[src/hw/rtl/lsc_pkg.sv]
// ----------------------------------------------------------------------------
// lsc_pkg
// Shared sizes, codes and transfer structs of the lidar scene classifier.
// ----------------------------------------------------------------------------
package lsc_pkg;

	// Sizing
	localparam int MAX_POINTS = 1024;
	localparam int WINDOW     = 100;

	localparam int RANGE_W = 16;
	localparam int PC_W    = $clog2(MAX_POINTS + 1);
	localparam int SPAN_W  = $clog2(MAX_POINTS);
	localparam int JMP_W   = 10;
	localparam int FAR_W   = 11;
	localparam int DSUM_W  = 27;
	localparam int MEAN_W  = 16;
	localparam int VAL_W   = PC_W;

	localparam int SLOT_W  = (WINDOW > 1) ? $clog2(WINDOW) : 1;
	localparam int CNT_W   = $clog2(WINDOW + 1);
	localparam int JSUM_W  = $clog2(((1 << JMP_W) - 1) * WINDOW + 1);
	localparam int VSUM_W  = $clog2((MAX_POINTS - 1) * WINDOW + 1);
	localparam int MSUM_W  = $clog2(((1 << MEAN_W) - 1) * WINDOW + 1);

	localparam logic [JMP_W-1:0]  JUMP_MAX = '1;
	localparam logic [FAR_W-1:0]  FAR_MAX  = '1;
	localparam logic [DSUM_W-1:0] DSUM_MAX = '1;

	// Jump ratio bounds: 1.35 and 0.65, cross-multiplied by 100
	localparam int JUMP_DEN    = 100;
	localparam int JUMP_HI_NUM = 135;
	localparam int JUMP_LO_NUM = 65;
	localparam int JCMP_W      = RANGE_W + 8;

	// Configuration
	localparam int CFG_IDX_W = 3;
	localparam int CFG_DAT_W = 16;
	localparam int THR_W     = 10;
	localparam int PCT_W     = 7;
	localparam int PCT_SCALE = 100;

	typedef enum logic [CFG_IDX_W-1:0] {
		CFG_FAR_LIMIT  = 3'd0,
		CFG_JUMP_THR   = 3'd1,
		CFG_INDOOR_PCT = 3'd2,
		CFG_DENSE_IN   = 3'd3,
		CFG_DENSE_OUT  = 3'd4
	} cfg_idx_t;

	localparam logic [RANGE_W-1:0] RST_FAR_LIMIT  = 16'd30000;
	localparam logic [THR_W-1:0]   RST_JUMP_THR   = 10'd5;
	localparam logic [PCT_W-1:0]   RST_INDOOR_PCT = 7'd80;
	localparam logic [RANGE_W-1:0] RST_DENSE_IN   = 16'd5000;
	localparam logic [RANGE_W-1:0] RST_DENSE_OUT  = 16'd7000;

	// Classification compare widths
	localparam int LHS_W  = VSUM_W + PCT_W;
	localparam int IPS_W  = PCT_W + CNT_W;
	localparam int RHS_W  = IPS_W + SPAN_W;
	localparam int VCMP_W = (LHS_W > RHS_W) ? LHS_W : RHS_W;
	localparam int DCMP_W = (MSUM_W > RANGE_W + CNT_W) ? MSUM_W : RANGE_W + CNT_W;
	localparam int TCMP_W = (JSUM_W > THR_W + CNT_W) ? JSUM_W : THR_W + CNT_W;

	typedef enum logic [1:0] {
		DENS_DENSE   = 2'd0,
		DENS_SPARSE  = 2'd1,
		DENS_UNKNOWN = 2'd2
	} dens_t;

	localparam int CLS_W = 4;

	typedef enum logic [2:0] {
		ST_IDLE,
		ST_DIV,
		ST_READ,
		ST_UPD,
		ST_MUL,
		ST_PROD,
		ST_CLS,
		ST_EMIT
	} state_t;

	// Per-scan summary at the closing sample
	typedef struct packed {
		logic              enough;
		logic [SPAN_W-1:0] span;
		logic [JMP_W-1:0]  jumps;
		logic [VAL_W-1:0]  valid;
		logic [DSUM_W-1:0] dsum;
	} scan_sum_t;

	typedef struct packed {
		logic rd;
		logic wr;
	} win_ctl_t;

	typedef struct packed {
		logic [JSUM_W-1:0] jsum;
		logic [VSUM_W-1:0] vsum;
		logic [MSUM_W-1:0] msum;
		logic [CNT_W-1:0]  scans;
	} win_sum_t;

	typedef struct packed {
		logic [JMP_W-1:0]  jumps;
		logic [VAL_W-1:0]  valid;
		logic [MEAN_W-1:0] mean;
	} hist_t;

endpackage

[src/hw/rtl/lsc_window.sv]
// ----------------------------------------------------------------------------
// lsc_window
// Scan history memory and sliding window sums over the last WINDOW scans.
// ----------------------------------------------------------------------------
module lsc_window (
	input  logic                       clk,
	input  logic                       arst_n,
	input  lsc_pkg::win_ctl_t          ctl,
	input  lsc_pkg::hist_t             entry,
	output lsc_pkg::win_sum_t          sums
);
	import lsc_pkg::*;

	hist_t             hist_mem [WINDOW];
	hist_t             rd_q, old;
	logic [SLOT_W-1:0] slot_q;
	logic [JSUM_W-1:0] jsum_q;
	logic [VSUM_W-1:0] vsum_q;
	logic [MSUM_W-1:0] msum_q;
	logic [CNT_W-1:0]  scans_q;
	logic              full;

	// Slots fill in order, so the slot at hand holds history only once full
	assign full = scans_q == CNT_W'(WINDOW);
	assign old  = full ? rd_q : '0;

	always_ff @(posedge clk) begin
		if (ctl.rd)
			rd_q <= hist_mem[slot_q];
		if (ctl.wr)
			hist_mem[slot_q] <= entry;
	end

	always_ff @(posedge clk or negedge arst_n) begin
		if (!arst_n) begin
			slot_q  <= '0;
			scans_q <= '0;
			jsum_q  <= '0;
			vsum_q  <= '0;
			msum_q  <= '0;
		end else if (ctl.wr) begin
			jsum_q <= jsum_q - JSUM_W'(old.jumps) + JSUM_W'(entry.jumps);
			vsum_q <= vsum_q - VSUM_W'(old.valid) + VSUM_W'(entry.valid);
			msum_q <= msum_q - MSUM_W'(old.mean) + MSUM_W'(entry.mean);
			slot_q <= (slot_q == SLOT_W'(WINDOW - 1)) ? '0 : slot_q + 1'b1;
			if (!full)
				scans_q <= scans_q + 1'b1;
		end
	end

	assign sums.jsum  = jsum_q;
	assign sums.vsum  = vsum_q;
	assign sums.msum  = msum_q;
	assign sums.scans = scans_q;

endmodule

[config.mk]
export PLATFORM = sky130hd
export DESIGN_NAME = lsc_window
export DESIGN_NICKNAME = d
export VERILOG_FILES = /design/src/hw/rtl/lsc_pkg.sv /design/src/hw/rtl/lsc_window.sv
export SDC_FILE = /design/constraint.sdc
export NUM_CORES = 2
export LEC_CHECK = 0
export BUFFER_PORTS_ARGS = -buffer_cell sky130_fd_sc_hd__clkbuf_2
export CAP_MARGIN = 5
export CELL_PAD_IN_SITES_DETAIL_PLACEMENT = 1
export CELL_PAD_IN_SITES_GLOBAL_PLACEMENT = 2
export CORE_MARGIN = 3
export CORE_UTILIZATION = 44
export DETAILED_ROUTE_END_ITERATION = 16
export HOLD_SLACK_MARGIN = 0.02
export PLACE_DENSITY_LB_ADDON = 0.1
export SLEW_MARGIN = 10
export SYNTH_ARGS = -nofsm -noshare
export SYNTH_HDL_FRONTEND = slang
export SYNTH_SLANG_ARGS = --single-unit
[constraint.sdc]
create_clock -name clk -period 4.1 [get_ports clk]
set_input_delay 1.23 -clock clk [delete_from_list [all_inputs] [get_ports clk]]
set_output_delay 1.23 -clock clk [all_outputs]
set_load 0.01 [all_outputs]
# ---- Word level (Yosys, flattened, before mapping)
# Memory sizes are Yosys's and may differ from the RTL's. A register that Yosys moved wholly into a read port is not among the register bits.
# Cells that the tools add are included.
# W data, S select, Z words.
dict set report classes {
  n_addsub 8
  n_eq_ne 2
  mux 4
  n_bitwise 1
  n_reduce_logical 1
}
# op n
set op_table {}
lappend op_table {{$mux W37} 1}
lappend op_table {{$add A23 B16 Y23} 1}
lappend op_table {{$sub A23 B16 Y23} 1}
lappend op_table {{$add A17 B10 Y17} 1}
lappend op_table {{$add A17 B11 Y17} 1}
lappend op_table {{$sub A17 B10 Y17} 1}
lappend op_table {{$sub A17 B11 Y17} 1}
lappend op_table {{$add A7 B1 Y7 const B} 2}
lappend op_table {{$eq A7 B7 Y1 const B} 2}
lappend op_table {{$mux W7} 1}
lappend op_table {{$mux W1} 2}
lappend op_table {{$reduce_and A2 Y1} 1}
lappend op_table {{$not A1 Y1} 1}
dict set report word_totals {
  regBits 71
  mem_bits_rw 3700
  in_bits 41
  out_inout_bits 64
  wordCells 22
  n_memories 1
}
# name depth word_bits read_ports rd_ports_with_merged_regs wr line
set mem_list {}
lappend mem_list {hist_mem 100 37 1 1 1 lsc_window.sv:14} ;# hist_t hist_mem [WINDOW];

# ---- Logic depth before layout (Yosys ltp)
dict set report depth {
  word_depth 4
  ltp_mapped 20
  depth_no_buf 18
}

# ---- Worst setup path after synthesis
# No wires, ideal clock.
dict set report synth_timing {
  path_kind {input-to-reg}
  from {input port ctl[0] in the netlist's numbering}
  to {memory hist_mem[15][0] in the netlist's numbering (enable)}
  setup_ps 431
  t_arrival_ps 3645
  t_required_ps 3669
  path_slack_ps 24
  stages 5
  path_buffers 3
  cell_sequence {clkbuf_1 -> clkbuf_1 -> nand2_1 -> clkbuf_1 -> nor2_1}
}
dict set report synth_via {
  elab_chain_len 2
}
# item line
set synth_rtl {}
lappend synth_rtl {{start: declaration} lsc_window.sv:8} ;# input lsc_pkg::win_ctl_t ctl,
lappend synth_rtl {{$mux W1} lsc_window.sv:30} ;# if (ctl.wr)
lappend synth_rtl {{$mux W1 (not written as such)} lsc_window.sv:31} ;# hist_mem[slot_q] <= entry;
lappend synth_rtl {{end: declaration} lsc_window.sv:14}
# Every way passes these cells.

==> flow_summary.yaml <==
power_and_ir_drop:
  p_int_w: 0.0797
  p_total_w: 0.126
  peakVddDrop_uv: 425
  combPwrFrac_pct: 34.8
  p_leak_nw: 59.1
  p_sw_share_pct: 36.5
  p_sw_w: 0.0459
  pwr-share-clk_pct: 29.1
  pwr-share-seq_pct: 36.1
  powerDensity_nw_per_um2: 703
detailed_routing:
  firstDrtPassIters: 6
  drc_errors: 0
  finalWirelength_um: 623000
  vias: 94100
  wl_per_cell_um: 43.7
  ant_nets: 0
  vias_per_cell: 6.61
  drt-initial-drc-count: 15200
sta:
  period_minus_slack_ns: 4.20
  fmax_mhz: 238
  slew_viol_final: 0
  finalHoldViolations: 0
  finalWorstSetupSlack_ns: -0.104
  tightest_slew_ns: 1.49
  post-route-period-util_pct: 103
  slew_headroom_pct: 0.372
  fin_skew_ns: 0.0373
  finalSetupViolCount: 4
  rsz0062_at_grt: "true"
die:
  dieWidth_um: 590
  ios: 105
  coreArea_um2: 338000
  initial_utilization_pct: 44.4
  die_h_um: 590
  die-area_um2: 349000
  rows: 213
synthesis:
  yosysTopAreaCellShare_pct: 74.7
  synth_mux_area_share_pct: 9.26
  synth_ff_type: "edfxtp_1"
  synthTopCellsByArea: "edfxtp_1 75%, mux4_2 5.1%, a221oi_1 2.8%"
  ys_ff_latch: 3808
  ys_types: 81
  synthSimpleGateAreaFrac_pct: 2.66
  synth_fa_ha_area_share_pct: 0.992
  synth-compound-area-share_pct: 8.40
  synth.cell_area_um2: 150000
  synth_top_family_by_area: "multiplexers"
  yosys_warnings: 0
  synth_edf_count: 3737
  yosysTopAreaCell: "edfxtp_1"
  syn_nets: 8461
  syn_inst: 8323
  synth-async-reset-ratio_pct: 1.86
  synth_xor_area_share_pct: 0.274
  avgSynthCellArea_um2: 18.1
  seq_area_frac_synth_pct: 75.8
cts:
  insertion_delay_ns: 1.02
  cts_made_buffers: 408
  htree_levels: 5
  clkTransAtPathRegs_ns: 0.06
  clkSinkCount: 3808
  cts_root_buf: "clkbuf_16"
  cts_tree: "done"
  clockBufferDepth: 4
  cts_hold_buf: 0
run:
  maxCapViolCount: 1
setup_path:
  cp_top_family: "compound AO/OA/AOI/OAI gates"
  critPathCaptureType: "flip-flop"
  cpMostUsedCell: "buf_4"
  crit_path_top_delay_cell: "a221oi_1"
  max_stage_delay_ns: 0.88
  path_class: "flip-flop to flip-flop"
  cp.depth: 8
  cp-start-kind: "flip-flop"
  worstPathCellList: "buf_4 -> nand2b_1 -> nor2_4 -> buf_12 -> a221oi_1 -> mux4_2 -> o2111ai_1 -> buf_4"
  critPathArrivalTime_ns: 4.96
  crit_buf_inv: 3
  cp_max_fo: 16
  r2r_cells: 8
  required_ns: 4.86
  reg2reg_slack_ns: -0.10
placed_design:
  port_buffers: 104
  gp_congestion: 0.976
  hpwl_um: 402000
global_route:
  antenna_found_initial: 88
  grt_use_total_pct: 35.2
  grt_max_degree: 101
  grt_overflow: 0
  grt_first_pass_wirelength_um: 831000
  first_global_vias: 91300
finish:
  fin_nets: 9481
  postLayoutCoreUtil_pct: 52.8
  drive_above_1_share_pct: 26.0
  syn_to_final_growth_pct: 18.9
status:
  status: "finished with violations"
  violations: "max-capacitance violations, negative setup slack"
hold_path:
  hp-class: "primary input to async pin"
through the flow:
step                      cells  setup WS (ns)  area, µm²  hold WS [ns]  setup TNS (ns)
after CTS                 14200         0.0189     178000         0.238               0
after global placement    13400         -0.962     165000         0.461           -9.96
after floorplan            8323         0.0238     150000         0.504               0
after global routing      14200         -0.209     179000         0.271           -2.25
after detailed placement  13400         -0.830     165000         0.471           -8.63
final                     14200         -0.104     179000         0.258          -0.249
Yosys cell counts (18+ instances only):
cell type / n
xnor2_1: 33
and2_1: 53
buf_1: 42
o21ai_0: 237
a31oi_1: 19
nor2_1: 462
clkbuf_1: 160
inv_1: 183
dfrtp_1: 71
nor3_1: 28
buf_2: 188
a22oi_1: 107
mux2_2: 212
o22ai_1: 151
a21oi_1: 389
a221oi_1: 479
a22o_1: 85
buf_4: 70
nand2_1: 271
a21o_1: 22
mux4_2: 343
ha_1: 60
fa_1: 37
a221oi_2: 24
nand3_1: 40
o221ai_1: 39
buf_6: 75
mux2i_1: 367
a211oi_1: 45
edfxtp_1: 3737
a221o_1: 31
o211ai_1: 18
o22a_1: 23
sequential cells by signal, indices dropped and copies added (netlist names):
name / flops
jsum_q: 17
vsum_q: 17
hist_mem: 3700
slot_q: 7
scans_q: 7
rd_q: 37
msum_q: 23
final cells by class:
class	count	area (µm²)
flip-flops and latches	3808	114000
repair buffers	1151	11600
multi-input cells	3787	33600
inverters	187	722
clock buffers	519	10700
clock inverters	236	2280
diodes	37	92.6
well taps	4515	5650
fillers	30600	160000
cell families (layout without fill, tap and decap cells):
kind of cell / after synthesis / count (layout)
DFF: 3808 / 3808
AOI/OAI and AO/OA: 1769 / 1769
and+or+nand+nor: 941 / 941
muxes: 933 / 933
buffers and inverters: 728 / 2093
adders and majority gates: 97 / 97
xor gates and xnor gates: 47 / 47
other: 0 / 37
worst register-to-register path, cell delays in order, from the launching register on:
cell       delay (ns)
dfrtp_4          0.58
buf_4            0.30
nand2b_1         0.79
nor2_4           0.15
buf_12           0.25
a221oi_1         0.94
mux4_2           0.57
o2111ai_1        0.16
buf_4            0.22
path summary, 6_finish.rpt:
kind	to	startpoint
max	rd_q[22]	slot_q[0]
min reg2reg	msum_q[22]	msum_q[22]
max in group asynchronous	vsum_q[15]	arst_n
min	msum_q[0]	arst_n
min in group clk	msum_q[22]	msum_q[22]
max reg2reg	rd_q[22]	slot_q[0]
cells in the final DEF, fill, tap and decap left out, types with 77 or more instances in the layout:
cell,instances
clkbuf_1,105
clkinv_2,77
clkinv_1,86
a22o_1,85
mux4_2,343
nor2_4,110
nand2_1,261
a221oi_1,477
edfxtp_1,3737
buf_12,243
nor2_1,348
inv_1,181
a21oi_1,382
a22oi_1,107
o21ai_0,226
clkbuf_16,413
o22ai_1,149
mux2_2,212
mux2i_1,367
buf_4,841
per-layer routing:
metal / share of wire (%) / GRT usage, % / up-vias / wire length (µm)
met2: 44 / 52.1 / 6244 / 275000
li1: - / - / 36000 / -
met1: 38 / 48.6 / 50500 / 239000
met5: 0.037 / 0 / - / 233
met4: 6.1 / 18.4 / 36 / 38100
met3: 11 / 8.25 / 1273 / 70300
power by group through the flow:
| stage | logic (W) | clock network [W] | registers (W) |
|---|---|---|---|
| 6_report | 0.0437 | 0.0366 | 0.0453 |
| 5_1_grt | 0.0446 | 0.0385 | 0.0454 |
| 4_1_cts | 0.0423 | 0.0369 | 0.0453 |
| 3_5_place_dp | 0.0421 | 0 | 0.0461 |
| 3_3_place_gp | 0.0419 | 0 | 0.0461 |
| 2_1_floorplan | 0.0181 | 0 | 0.0456 |
timing repair:
action | 4_1_cts | 5_1_grt
pin swaps | 3 | 27
setup endpoints to repair | 12 | 23
setup buffers | 0 | 9
gates cloned | 0 | 2
resized for setup | 8 | 62
Power figures use the tool's default switching activity.
