==> config.mk <==
export PLATFORM = sky130hd
export DESIGN_NAME = lsc_div
export DESIGN_NICKNAME = d
export VERILOG_FILES = /design/src/hw/rtl/lsc_pkg.sv /design/src/hw/rtl/lsc_div.sv
export SDC_FILE = /design/constraint.sdc
export NUM_CORES = 1
export LEC_CHECK = 0
export BUFFER_PORTS_ARGS = -buffer_cell sky130_fd_sc_hd__buf_2
export CORE_ASPECT_RATIO = 1.1
export CORE_MARGIN = 3
export CORE_UTILIZATION = 55
export CTS_BUF_LIST = sky130_fd_sc_hd__clkbuf_4
export DETAILED_ROUTE_END_ITERATION = 16
export PLACE_DENSITY = 0.8
export SYNTH_ARGS = -nofsm -noshare
export SYNTH_HDL_FRONTEND = slang
export SYNTH_SLANG_ARGS = --single-unit
==> constraint.sdc <==
create_clock -name clk -period 2.2 [get_ports clk]
set_input_delay 0.11 -clock clk [delete_from_list [all_inputs] [get_ports clk]]
set_output_delay 0.11 -clock clk [all_outputs]
set_load 0.03 [all_outputs]
==> src/hw/rtl/lsc_pkg.sv <==
// ----------------------------------------------------------------------------
// lsc_pkg
// Shared sizes, codes and transfer structs of the lidar scene classifier.
// ----------------------------------------------------------------------------
package lsc_pkg;

	// Sizing
	localparam int MAX_POINTS = 1024;
	localparam int WINDOW     = 100;

	localparam int RANGE_W = 16;
	localparam int PC_W    = $clog2(MAX_POINTS + 1);
	localparam int SPAN_W  = $clog2(MAX_POINTS);
	localparam int JMP_W   = 10;
	localparam int FAR_W   = 11;
	localparam int DSUM_W  = 27;
	localparam int MEAN_W  = 16;
	localparam int VAL_W   = PC_W;

	localparam int SLOT_W  = (WINDOW > 1) ? $clog2(WINDOW) : 1;
	localparam int CNT_W   = $clog2(WINDOW + 1);
	localparam int JSUM_W  = $clog2(((1 << JMP_W) - 1) * WINDOW + 1);
	localparam int VSUM_W  = $clog2((MAX_POINTS - 1) * WINDOW + 1);
	localparam int MSUM_W  = $clog2(((1 << MEAN_W) - 1) * WINDOW + 1);

	localparam logic [JMP_W-1:0]  JUMP_MAX = '1;
	localparam logic [FAR_W-1:0]  FAR_MAX  = '1;
	localparam logic [DSUM_W-1:0] DSUM_MAX = '1;

	// Jump ratio bounds: 1.35 and 0.65, cross-multiplied by 100
	localparam int JUMP_DEN    = 100;
	localparam int JUMP_HI_NUM = 135;
	localparam int JUMP_LO_NUM = 65;
	localparam int JCMP_W      = RANGE_W + 8;

	// Configuration
	localparam int CFG_IDX_W = 3;
	localparam int CFG_DAT_W = 16;
	localparam int THR_W     = 10;
	localparam int PCT_W     = 7;
	localparam int PCT_SCALE = 100;

	typedef enum logic [CFG_IDX_W-1:0] {
		CFG_FAR_LIMIT  = 3'd0,
		CFG_JUMP_THR   = 3'd1,
		CFG_INDOOR_PCT = 3'd2,
		CFG_DENSE_IN   = 3'd3,
		CFG_DENSE_OUT  = 3'd4
	} cfg_idx_t;

	localparam logic [RANGE_W-1:0] RST_FAR_LIMIT  = 16'd30000;
	localparam logic [THR_W-1:0]   RST_JUMP_THR   = 10'd5;
	localparam logic [PCT_W-1:0]   RST_INDOOR_PCT = 7'd80;
	localparam logic [RANGE_W-1:0] RST_DENSE_IN   = 16'd5000;
	localparam logic [RANGE_W-1:0] RST_DENSE_OUT  = 16'd7000;

	// Classification compare widths
	localparam int LHS_W  = VSUM_W + PCT_W;
	localparam int IPS_W  = PCT_W + CNT_W;
	localparam int RHS_W  = IPS_W + SPAN_W;
	localparam int VCMP_W = (LHS_W > RHS_W) ? LHS_W : RHS_W;
	localparam int DCMP_W = (MSUM_W > RANGE_W + CNT_W) ? MSUM_W : RANGE_W + CNT_W;
	localparam int TCMP_W = (JSUM_W > THR_W + CNT_W) ? JSUM_W : THR_W + CNT_W;

	typedef enum logic [1:0] {
		DENS_DENSE   = 2'd0,
		DENS_SPARSE  = 2'd1,
		DENS_UNKNOWN = 2'd2
	} dens_t;

	localparam int CLS_W = 4;

	typedef enum logic [2:0] {
		ST_IDLE,
		ST_DIV,
		ST_READ,
		ST_UPD,
		ST_MUL,
		ST_PROD,
		ST_CLS,
		ST_EMIT
	} state_t;

	// Per-scan summary at the closing sample
	typedef struct packed {
		logic              enough;
		logic [SPAN_W-1:0] span;
		logic [JMP_W-1:0]  jumps;
		logic [VAL_W-1:0]  valid;
		logic [DSUM_W-1:0] dsum;
	} scan_sum_t;

	typedef struct packed {
		logic rd;
		logic wr;
	} win_ctl_t;

	typedef struct packed {
		logic [JSUM_W-1:0] jsum;
		logic [VSUM_W-1:0] vsum;
		logic [MSUM_W-1:0] msum;
		logic [CNT_W-1:0]  scans;
	} win_sum_t;

	typedef struct packed {
		logic [JMP_W-1:0]  jumps;
		logic [VAL_W-1:0]  valid;
		logic [MEAN_W-1:0] mean;
	} hist_t;

endpackage

==> src/hw/rtl/lsc_div.sv <==
// ----------------------------------------------------------------------------
// lsc_div
// Restoring divider, one quotient bit per cycle, for the per-scan mean.
// ----------------------------------------------------------------------------
module lsc_div (
	input  logic                       clk,
	input  logic                       arst_n,
	input  logic                       start,
	input  logic [lsc_pkg::DSUM_W-1:0] dividend,
	input  logic [lsc_pkg::SPAN_W-1:0] divisor,
	output logic                       done,
	output logic [lsc_pkg::MEAN_W-1:0] quot
);
	import lsc_pkg::*;

	localparam int DCNT_W = $clog2(DSUM_W);

	logic                busy_q, done_q;
	logic [DCNT_W-1:0]   cnt_q;
	logic [DSUM_W-1:0]   a_q;
	logic [SPAN_W-1:0]   rem_q, div_q, rem_n;
	logic [SPAN_W:0]     rem_sh;
	logic                ge;

	always_comb begin
		rem_sh = {rem_q, a_q[DSUM_W-1]};
		ge     = rem_sh >= {1'b0, div_q};
		rem_n  = ge ? SPAN_W'(rem_sh - {1'b0, div_q}) : rem_sh[SPAN_W-1:0];
	end

	always_ff @(posedge clk or negedge arst_n) begin
		if (!arst_n) begin
			busy_q <= 1'b0;
			done_q <= 1'b0;
			cnt_q  <= '0;
		end else begin
			done_q <= 1'b0;
			if (start) begin
				busy_q <= 1'b1;
				cnt_q  <= DCNT_W'(DSUM_W - 1);
			end else if (busy_q) begin
				cnt_q <= cnt_q - 1'b1;
				if (cnt_q == '0) begin
					busy_q <= 1'b0;
					done_q <= 1'b1;
				end
			end
		end
	end

	// Dividend shifts out on top while quotient bits shift in below
	always_ff @(posedge clk) begin
		if (start) begin
			a_q   <= dividend;
			div_q <= divisor;
			rem_q <= '0;
		end else if (busy_q) begin
			a_q   <= {a_q[DSUM_W-2:0], ge};
			rem_q <= rem_n;
		end
	end

	assign done = done_q;
	assign quot = a_q[MEAN_W-1:0];

endmodule

After elaboration in Yosys (flattened, before gate mapping). Cells that the tools add are included.

Flip-flop bits (word level): 54. Latch bits: 0. Memory bits (writable): 0. ROM bits: 0. Bits of input ports: 40. Output and inout bits: 17. Word-level logic and storage cells: 22. Memories kept: 0.

Add/sub/neg operators: 2. Multiply operators: 0. Div/mod/pow operators: 0. $lt $le $gt $ge: 1. Equal/unequal tests: 0. Shift-type cells: 0. Mux-type cells: 11. Bitwise operators: 0. Reductions and logical operators: 2.

Operators by type and width (count): $mux W27 (2); $ge A11 B10 Y1 (1); $mux W10 (1); $mux W5 (2); $sub A10 B10 Y10 (1); $mux W1 (6); $logic_not A5 Y1 (1); $sub A5 B1 Y5 const B (1); $reduce_bool A2 Y1 (1).

Depth between registers and ports, before layout. Gate-level depths: netlist of run 1.

Depth after elaboration: 4. Depth in mapped cells: 9. Depth with buffers taken out: 9.

Worst setup path after synthesis of run 1. No wires, ideal clock.

Path kind: register to register. Start point: register a_q[26]. End point: register rem_q[8]. Setup time: 0.123 ns. Arrival time: 1.887 ns. Data required time: 2.077 ns. Setup slack: 0.190 ns. Cell stages (with the launch flop): 10. Path buffers: 0. Clock period less this slack: 2.010 ns. Path through: edfxtp_1 -> inv_1 -> ha_1 -> inv_1 -> fa_1 -> a211oi_1 -> o21ai_0 -> a21o_1 -> a22oi_1 -> o31ai_1.

Cells in the longest elaborated chain, start to end: 2. Elaborated cells between the ends (all ways): 3. Classes of those cells: add/sub (1); order compare (1); mux (1).

Ends and longest elaborated chain: from (decl) (line lsc_div.sv:20) `logic [DSUM_W-1:0] a_q;`; from (signal assigned) (line lsc_div.sv:54) `a_q <= dividend;`; from (signal assigned) (line lsc_div.sv:58) `a_q <= {a_q[DSUM_W-2:0], ge};`; $sub A10 B10 Y10 or $ge A11 B10 Y1 (tied branches) (line lsc_div.sv:28, lsc_div.sv:27); $mux W10 * (line lsc_div.sv:28) `rem_n = ge ? SPAN_W'(rem_sh - {1'b0, div_q}) : rem_sh[SPAN_W-1:0];`; to (signal assigned) (line lsc_div.sv:59) `rem_q <= rem_n;`; to (decl) (line lsc_div.sv:21) `logic [SPAN_W-1:0] rem_q, div_q, rem_n;`.

Every way passes the cells marked *; elsewhere a longest branch is shown, timed or not. A chain may end at the register's enable or synchronous reset.

Worst setup path after layout of run 1.
Start point: register div_q[1]. End point: register rem_q[0].

Cells in the longest elaborated chain, start to end: 2.

Ends and longest elaborated chain: from (decl) (line lsc_div.sv:21); from (signal assigned) (line lsc_div.sv:55) `div_q <= divisor;`; $ge A11 B10 Y1 (line lsc_div.sv:27) `ge = rem_sh >= {1'b0, div_q};`; $mux W10 (line lsc_div.sv:28).

Every way passes these cells.

==> results_dict.tcl, run 1 <==
set metrics [dict create \
    critPathTopFamily "compound AO/OA/AOI/OAI gates" \
    p_per_area_nw_per_um2 877 \
    route.detailed.drc 0 \
    antenna_left 0 \
    arrival_ps 2420 \
    dpl.hpwl_mm 4.09 \
    setup_violations 0 \
    worstSetupEndpoint "rem_q[0]$_SDFFE_PP0P_" \
    gp_congestion 0.960 \
    hold_viol_final 0 \
    area_growth_pct 18.9 \
    drt_wl_total_mm 5.87 \
    start_kind "register" \
    drive_gt1_share_pct 35.9 \
    cts_tree "built" \
    cts_buffer_depth 2 \
    final_nets 367 \
    wl_per_cell_um 15.7 \
    avgSynthCellArea_um2 11.6 \
    reg2reg_depth 8 \
    p_leak_uw 0.00144 \
    yosys_warnings 0 \
    h-tree-depth 2 \
    ctsRootBufferMaster "clkbuf_4" \
    hold_start "dividend[23]" \
    ys.flop_type "edfxtp_1" \
    vias 2101 \
    cp_cell_sequence "inv_2, ha_1, nor2b_2, o2111ai_4, a2111oi_4, buf_6, nor3_1, o31ai_1" \
    cp-end-kind "register" \
    cp-startpoint "div_q[1]$_DFFE_PP_" \
    antenna_found_initial 0 \
    max_stage_delay_ps 390 \
    fin_ws_ps 64.2 \
    dieArea_um2 6160 \
    grt_overflow 0 \
    path_class "reg2reg" \
    dr.pass1.iters 4 \
    coreArea_um2 5030 \
    fmax_ghz 0.468 \
    fin_skew_ps 10.4 \
    antennaDiodeCount 0 \
    tightest_slew_ps 528 \
    drt_iter0_markers 148 \
    pre_cts_slack_ps -54.5 \
    synth_nets 301 \
    relSlewSlack_pct 64.8 \
    track_usage_pct 20.1 \
    cts-buffers-inserted 5 \
    ios 57 \
    synth_edf_count 37 \
    die_y_um 82.0 \
    worstPathRequired_ps 2480 \
    syn_inst 248 \
    initial_core_util_pct 57.4 \
    cp_slowest_cell "a2111oi_4" \
    r2r-start "div_q[1]$_DFFE_PP_" \
    clock_sinks 54 \
    die_x_um 75.1 \
    clk_pin_slew_ps 160 \
    syn-cell-area_um2 2890 \
    finalCriticalPeriod_ps 2140 \
    finalPower_uw 3010 \
    clk_latency_ps 380 \
    num_rows 27 \
    rsz0062_at_grt "true" \
    grt_max_degree 28 \
    synth-seq-area-share_pct 51.5 \
    maxCapViolCount 0 \
    path_max_fanout 11 \
    cp.depth 8 \
    synth_cell_type_count 51 \
    routed_via_density 5.63 \
    grt_pass1_wl_mm 9.25 \
    r2r_slack_ps 60 \
    status "completed" \
    ir_drop_v 0.000497 \
    timing.rr.end "rem_q[0]$_SDFFE_PP0P_" \
    async_reset_ff_share_pct 13.0 \
    grt_pass1_vias 2014 \
    fin_crit_sh_pct 97.1 \
    cp.buffers_inverters 2 \
    hold_path.class "in2reg" \
    portBuffers 56 \
    finalMaxSlewViolations 0 \
    synth_seq_cells 54 \
]
==> routing by layer <==
| metal | GRT usage [%] | vias to the layer above | wire [um] | share of wire, % |
|---|---|---|---|---|
| met5 | 0 | - | 0 | 0 |
| met4 | 6.58 | 0 | 87 | 1.5 |
| met3 | 3.92 | 11 | 273 | 4.7 |
| met2 | 35.4 | 65 | 3060 | 52 |
| met1 | 24.5 | 999 | 2450 | 42 |
| li1 | - | 1026 | - | - |
==> logic make-up (layout without fill, tap and decap cells) <==
| kind of cell | Yosys count | in the layout | synth area share (%) |
|---|---|---|---|
| flops | 54 | 54 | 51.5 |
| simple gates | 54 | 54 | 9.10 |
| compound gates | 48 | 48 | 12.3 |
| buf+inv | 43 | 110 | 8.01 |
| mux | 27 | 27 | 10.5 |
| fa+ha+maj | 13 | 13 | 5.89 |
| xor+xnor | 9 | 9 | 2.73 |
==> how the worst min path moves through the flow <==
stage,slack [ps],to,cells past startpoint
CTS,4,a_q[23]$_DFFE_PP_,2
floorplan,-190,busy_q$_DFF_PN0_,0
detailed placement,-50,cnt_q[4]$_DFFE_PN0P_,1
global route,-8,a_q[18]$_DFFE_PP_,2
finish,10,a_q[23]$_DFFE_PP_,2
global placement,-50,cnt_q[2]$_DFFE_PN0P_,1
==> Yosys cell counts (2+ instances only) <==
cell,count,area [um2]
buf_1,3,11.3
nor4_1,3,18.8
o21ai_0,6,30.0
nand3_1,6,30.0
o21a_1,3,22.5
a311oi_1,3,26.3
nand2_1,16,60.1
o211ai_1,2,15.0
dfxtp_1,10,200
o41ai_1,2,17.5
mux2_2,27,304
a21o_1,2,15.0
inv_1,18,67.6
dfrtp_1,7,175
o31ai_1,2,15.0
edfxtp_1,37,1110
xor2_1,3,26.3
a21oi_1,12,60.1
ha_1,12,150
nor2_1,14,52.6
o21ai_1,3,15.0
clkbuf_1,3,11.3
xnor2_1,6,52.6
buf_4,16,120
buf_2,2,10.0
nor3_1,5,25.0
==> cell type report <==
| cell class | instances | area, um2 |
|---|---|---|
| sequential | 54 | 1490 |
| multi-input combinational | 151 | 1200 |
| fill | 376 | 1600 |
| clock buffer | 5 | 37.5 |
| clock inverter | 3 | 21.3 |
| timing repair buffer | 84 | 552 |
| tap | 58 | 72.6 |
| inverter | 18 | 67.6 |
==> per-stage QoR <==
step	instance area (um2)	TNS (ps)	instances	hold slack [ps]	util, %
3_5_place_dp	3150	-82.9	345	-50.0	62.6
2_1_floorplan	2890	0	248	-186	-
6_report	3440	0	373	10.4	68.3
3_3_place_gp	3150	0	345	-52.2	62.6
4_1_cts	3330	0	364	3.94	66.1
5_1_grt	3440	-14.2	373	-8.13	68.3
==> registers in the layout, indices dropped and copies added (netlist names) <==
| register | flops |
|---|---|
| busy_q | 1 |
| done | 1 |
| rem_q | 10 |
| div_q | 10 |
| cnt_q | 5 |
| a_q | 27 |
==> report_power, final <==
group          internal [uW]  switching, uW
combinational            528            670
sequential              1250            108
clock                    125            329
==> repair_timing <==
action                                  in CTS  in global routing
endpoints found under the setup margin       2                 10
buffers inserted                             0                  2
gates cloned                                 0                  0
hold endpoints to repair                    17                  7
pin swaps                                    0                  5
hold buffers                                11                  7
resized for setup                            2                  8
==> cell usage in the layout, fill, tap and decap left out, types with 2 or more instances in the layout <==
cell,synthesis,final
edfxtp_1,37,37
clkbuf_4,0,5
o21ai_0,6,4
ha_2,0,2
dfrtp_1,7,7
dfxtp_1,10,10
o211ai_1,2,2
xor2_1,3,3
o21a_1,3,3
xnor2_1,6,6
o41ai_1,2,2
a21oi_1,12,11
buf_4,16,8
a311oi_1,3,3
a21o_1,2,2
mux2_2,27,27
o21ai_1,3,5
nor3_1,5,5
nor2_1,14,14
dlygate4sd3_1,0,18
nor4_1,3,3
o31ai_1,2,2
ha_1,12,10
nand3_1,6,6
nand2_1,16,16
buf_2,2,56
inv_1,18,17
Note: power is estimated with default switching activity, not from simulation.
==> run 2, diff against run 1 <==
--- a/config.mk
+++ b/config.mk
@@ -5,13 +5,14 @@
 export SDC_FILE = /design/constraint.sdc
 export NUM_CORES = 1
 export LEC_CHECK = 0
+export ABC_AREA = 1
 export BUFFER_PORTS_ARGS = -buffer_cell sky130_fd_sc_hd__buf_2
 export CORE_ASPECT_RATIO = 1.1
 export CORE_MARGIN = 3
 export CORE_UTILIZATION = 55
 export CTS_BUF_LIST = sky130_fd_sc_hd__clkbuf_4
 export DETAILED_ROUTE_END_ITERATION = 16
-export PLACE_DENSITY = 0.8
+export PLACE_DENSITY = 0.79
 export SYNTH_ARGS = -nofsm -noshare
 export SYNTH_HDL_FRONTEND = slang
 export SYNTH_SLANG_ARGS = --single-unit
==> run 2 against run 1 <==
Effect of this change: final cell count is 36% higher; via count is 17% higher; largest power group is now combinational logic; critical endpoint is now rem_q[3]$_SDFFE_PP0P_; hold slack worse by 0.92 ps; largest cell class unchanged; highest routed layer unchanged.
==> results_dict.tcl, run 2 <==
set metrics [dict create \
    dpl_cell_area_um2 3270 \
    synth-seq-area-share_pct 49.2 \
    grt_pass1_wl_mm 11.0 \
    arrival_ps 2200 \
    synth_edf_count 37 \
    die_x_um 76.7 \
    p_sw_share_pct 40.1 \
    dieArea_um2 6420 \
    p_sw_uw 1320 \
    synth_seq_cells 54 \
    antenna_found_initial 0 \
    stdcell_count 508 \
    dr.pass1.iters 4 \
    drive_gt1_share_pct 19.0 \
    clk_pin_slew_ps 150 \
    synth_top_family_by_area "simple AND/OR/NAND/NOR gates" \
    cp-end-kind "register" \
    ctsResizeCount 0 \
    power_frac_comb_pct 45.7 \
    route.detailed.drc 0 \
    globalRoute.busiestLayer "met2" \
    synthAdderAreaFrac_pct 5.63 \
    synth_nets 417 \
    post-synth-top-count-cell "nand2_1" \
    path_max_fanout 13 \
    grt_pass1_vias 2423 \
    routed_via_density 4.83 \
    async_reset_ff_share_pct 13.0 \
    dp_cells 474 \
    synth_compound_area_share_pct 3.44 \
    cts-buffers-inserted 5 \
    cts_buffer_depth 2 \
    synth_cell_type_count 31 \
    grt_overflow 0 \
    antennaDiodeCount 0 \
    p_leak_uw 0.00189 \
    top_register "a_q" \
    fin_tns_setup_ps 0 \
    finalPower_uw 3290 \
    track_usage_pct 21.1 \
    die_y_um 83.8 \
    whs_ps 9.47 \
    drt_iter0_markers 134 \
    top_regs "a_q x27, div_q x10, rem_q x10" \
    p_int_uw 1970 \
    dpl.hpwl_mm 4.54 \
    gp_congestion 0.893 \
    setup_violations 0 \
    synthXorXnorAreaFrac_pct 0.869 \
    yosys_warnings 0 \
    synth_top_cell_area_share_pct 36.8 \
    maxCapViolCount 0 \
    h-tree-depth 2 \
    antenna_left 0 \
    wl_per_cell_um 12.5 \
    hold_viol_final 0 \
    grt_max_degree 22 \
    area_growth_pct 18.5 \
    path_class "reg2reg" \
    largest_reg_flops 27 \
    clk_latency_ps 370 \
    avgSynthCellArea_um2 8.30 \
    fin_skew_ps 13.3 \
    ctsRootBufferMaster "clkbuf_4" \
    fin_crit_sh_pct 85.4 \
    synthSimpleGateAreaFrac_pct 29.0 \
    clkPwrFrac_pct 12.9 \
    yosys.area.top_type "edfxtp_1" \
    fmax_ghz 0.532 \
    clock_sinks 54 \
    grt.met2_usage_pct 35.1 \
    vias 2455 \
    final_nets 488 \
    coreArea_um2 5170 \
    finalMaxSlewViolations 0 \
    final_common_cell "nand2_1" \
    synth_top_cells_by_count "149 x nand2_1, 49 x inv_1, 37 x edfxtp_1" \
    pwr-share-seq_pct 41.5 \
    initial_core_util_pct 58.5 \
    start_kind "register" \
    portBuffers 56 \
    drt_wl_total_mm 6.37 \
    p_per_area_nw_per_um2 918 \
    final_cell_mix "149 x nand2_1, 56 x buf_2, 49 x inv_1" \
    cts_tree "built" \
    fillCellCount 405 \
    worstPathRequired_ps 2520 \
    use_met1_pct 27.7 \
    ys.flop_type "edfxtp_1" \
    grtUsageMet3_pct 3.35 \
    num_rows 27 \
    ios 57 \
    hold_path.class "in2reg" \
    synth_mux_area_share_pct 0 \
    finalCriticalPeriod_ps 1880 \
    syn-cell-area_um2 3020 \
    rsz0062_at_grt "false" \
    relSlewSlack_pct 53.2 \
    syn_inst 364 \
    ir_drop_v 0.000487 \
    status "completed" \
    tightest_slew_ps 700 \
    design_area_um2 3580 \
    synthTopCellsByArea "edfxtp_1 37%, nand2_1 19%, dfxtp_1 6.6%" \
]
## run 2: changes by cell type in the layout (fill, tap and decap cells not counted), moves of 5 or more
| cell | before | now |
|---|---|---|
| nor3_1 | 5 | 0 |
| nand2_1 | 16 | 149 |
| mux2_2 | 27 | 0 |
| dlygate4sd3_1 | 18 | 26 |
| inv_1 | 17 | 49 |
| a21oi_1 | 11 | 4 |
| nand3_1 | 6 | 18 |
| nand3_2 | 0 | 5 |
## run 2: worst paths after layout
path	from	end	slack (ps)	cells past startpoint
max in group asynchronous	arst_n	cnt_q[0]$_DFFE_PN0P_	1970	2
hold / removal	dividend[12]	a_q[12]$_DFFE_PP_	9	3
setup / recovery	div_q[6]$_DFFE_PP_	rem_q[3]$_SDFFE_PP0P_	320	11
setup reg to reg	div_q[6]$_DFFE_PP_	rem_q[3]$_SDFFE_PP0P_	320	11
min in group asynchronous	arst_n	busy_q$_DFF_PN0_	70	2
hold reg to reg	rem_q[7]$_SDFFE_PP0P_	rem_q[7]$_SDFFE_PP0P_	480	2
## run 2: logic make-up (layout without fill, tap and decap cells)
group                    count (synthesis)  count (layout)
XOR/XNOR                                 3               3
adder cells (fa/ha/maj)                 13              13
AND/OR/NAND/NOR                        202             202
AO/OA/AOI/OAI                           18              18
buffers and inverters                   74             146
flip-flops                              54              54
## run 2: power by group through the flow
stage	Combinational (uW)	Sequential [uW]	Clock (uW)
5_1_grt	1710	1390	477
2_1_floorplan	1200	1350	0
6_report	1500	1360	423
4_1_cts	1490	1360	437
3_5_place_dp	1450	1380	0
3_3_place_gp	1410	1380	0
## run 2: stage by stage
step | util (%) | setup slack, ps
after global placement | 63.3 | 372
after detailed placement | 63.3 | 348
after global routing | 69.3 | 129
after CTS | 69.3 | 304
final | 69.3 | 321
after floorplan | - | 576
## run 2: cell type report
class / instances / area (um2) / area share, %
clock buffers: 5 / 37.5 / 1.05
clock inverters: 3 / 16.3 / 0.454
inverters: 49 / 184 / 5.13
multi-input cells: 236 / 1180 / 32.8
flip-flops and latches: 54 / 1490 / 41.5
well taps: 72 / 90.1 / 2.51
repair buffers: 89 / 593 / 16.6
## run 2: timing repair
item	in CTS	in global routing
hold buffers	26	0
buffers inserted	0	0
endpoints found under the hold margin	32	0
## run 2: layer usage
metal  part of all wire (%)  vias to the layer above  wire [um]
li1                       -                     1275          -
met4                    2.5                        0        160
met3                    3.6                       16        232
met5                      0                        -          0
met1                     43                     1099       2760
met2                     50                       65       3210
## run 2: worst max-delay path: stages (launching register included)
cell and delay (ps):
edfxtp_1 390, inv_1 80, ha_1 280, nand2_1 150, inv_1 70, a21oi_2 160
nand2_2 90, nand2_4 170, nand2_2 160, nand2_1 90, nand3_1 70, o21ai_1 110
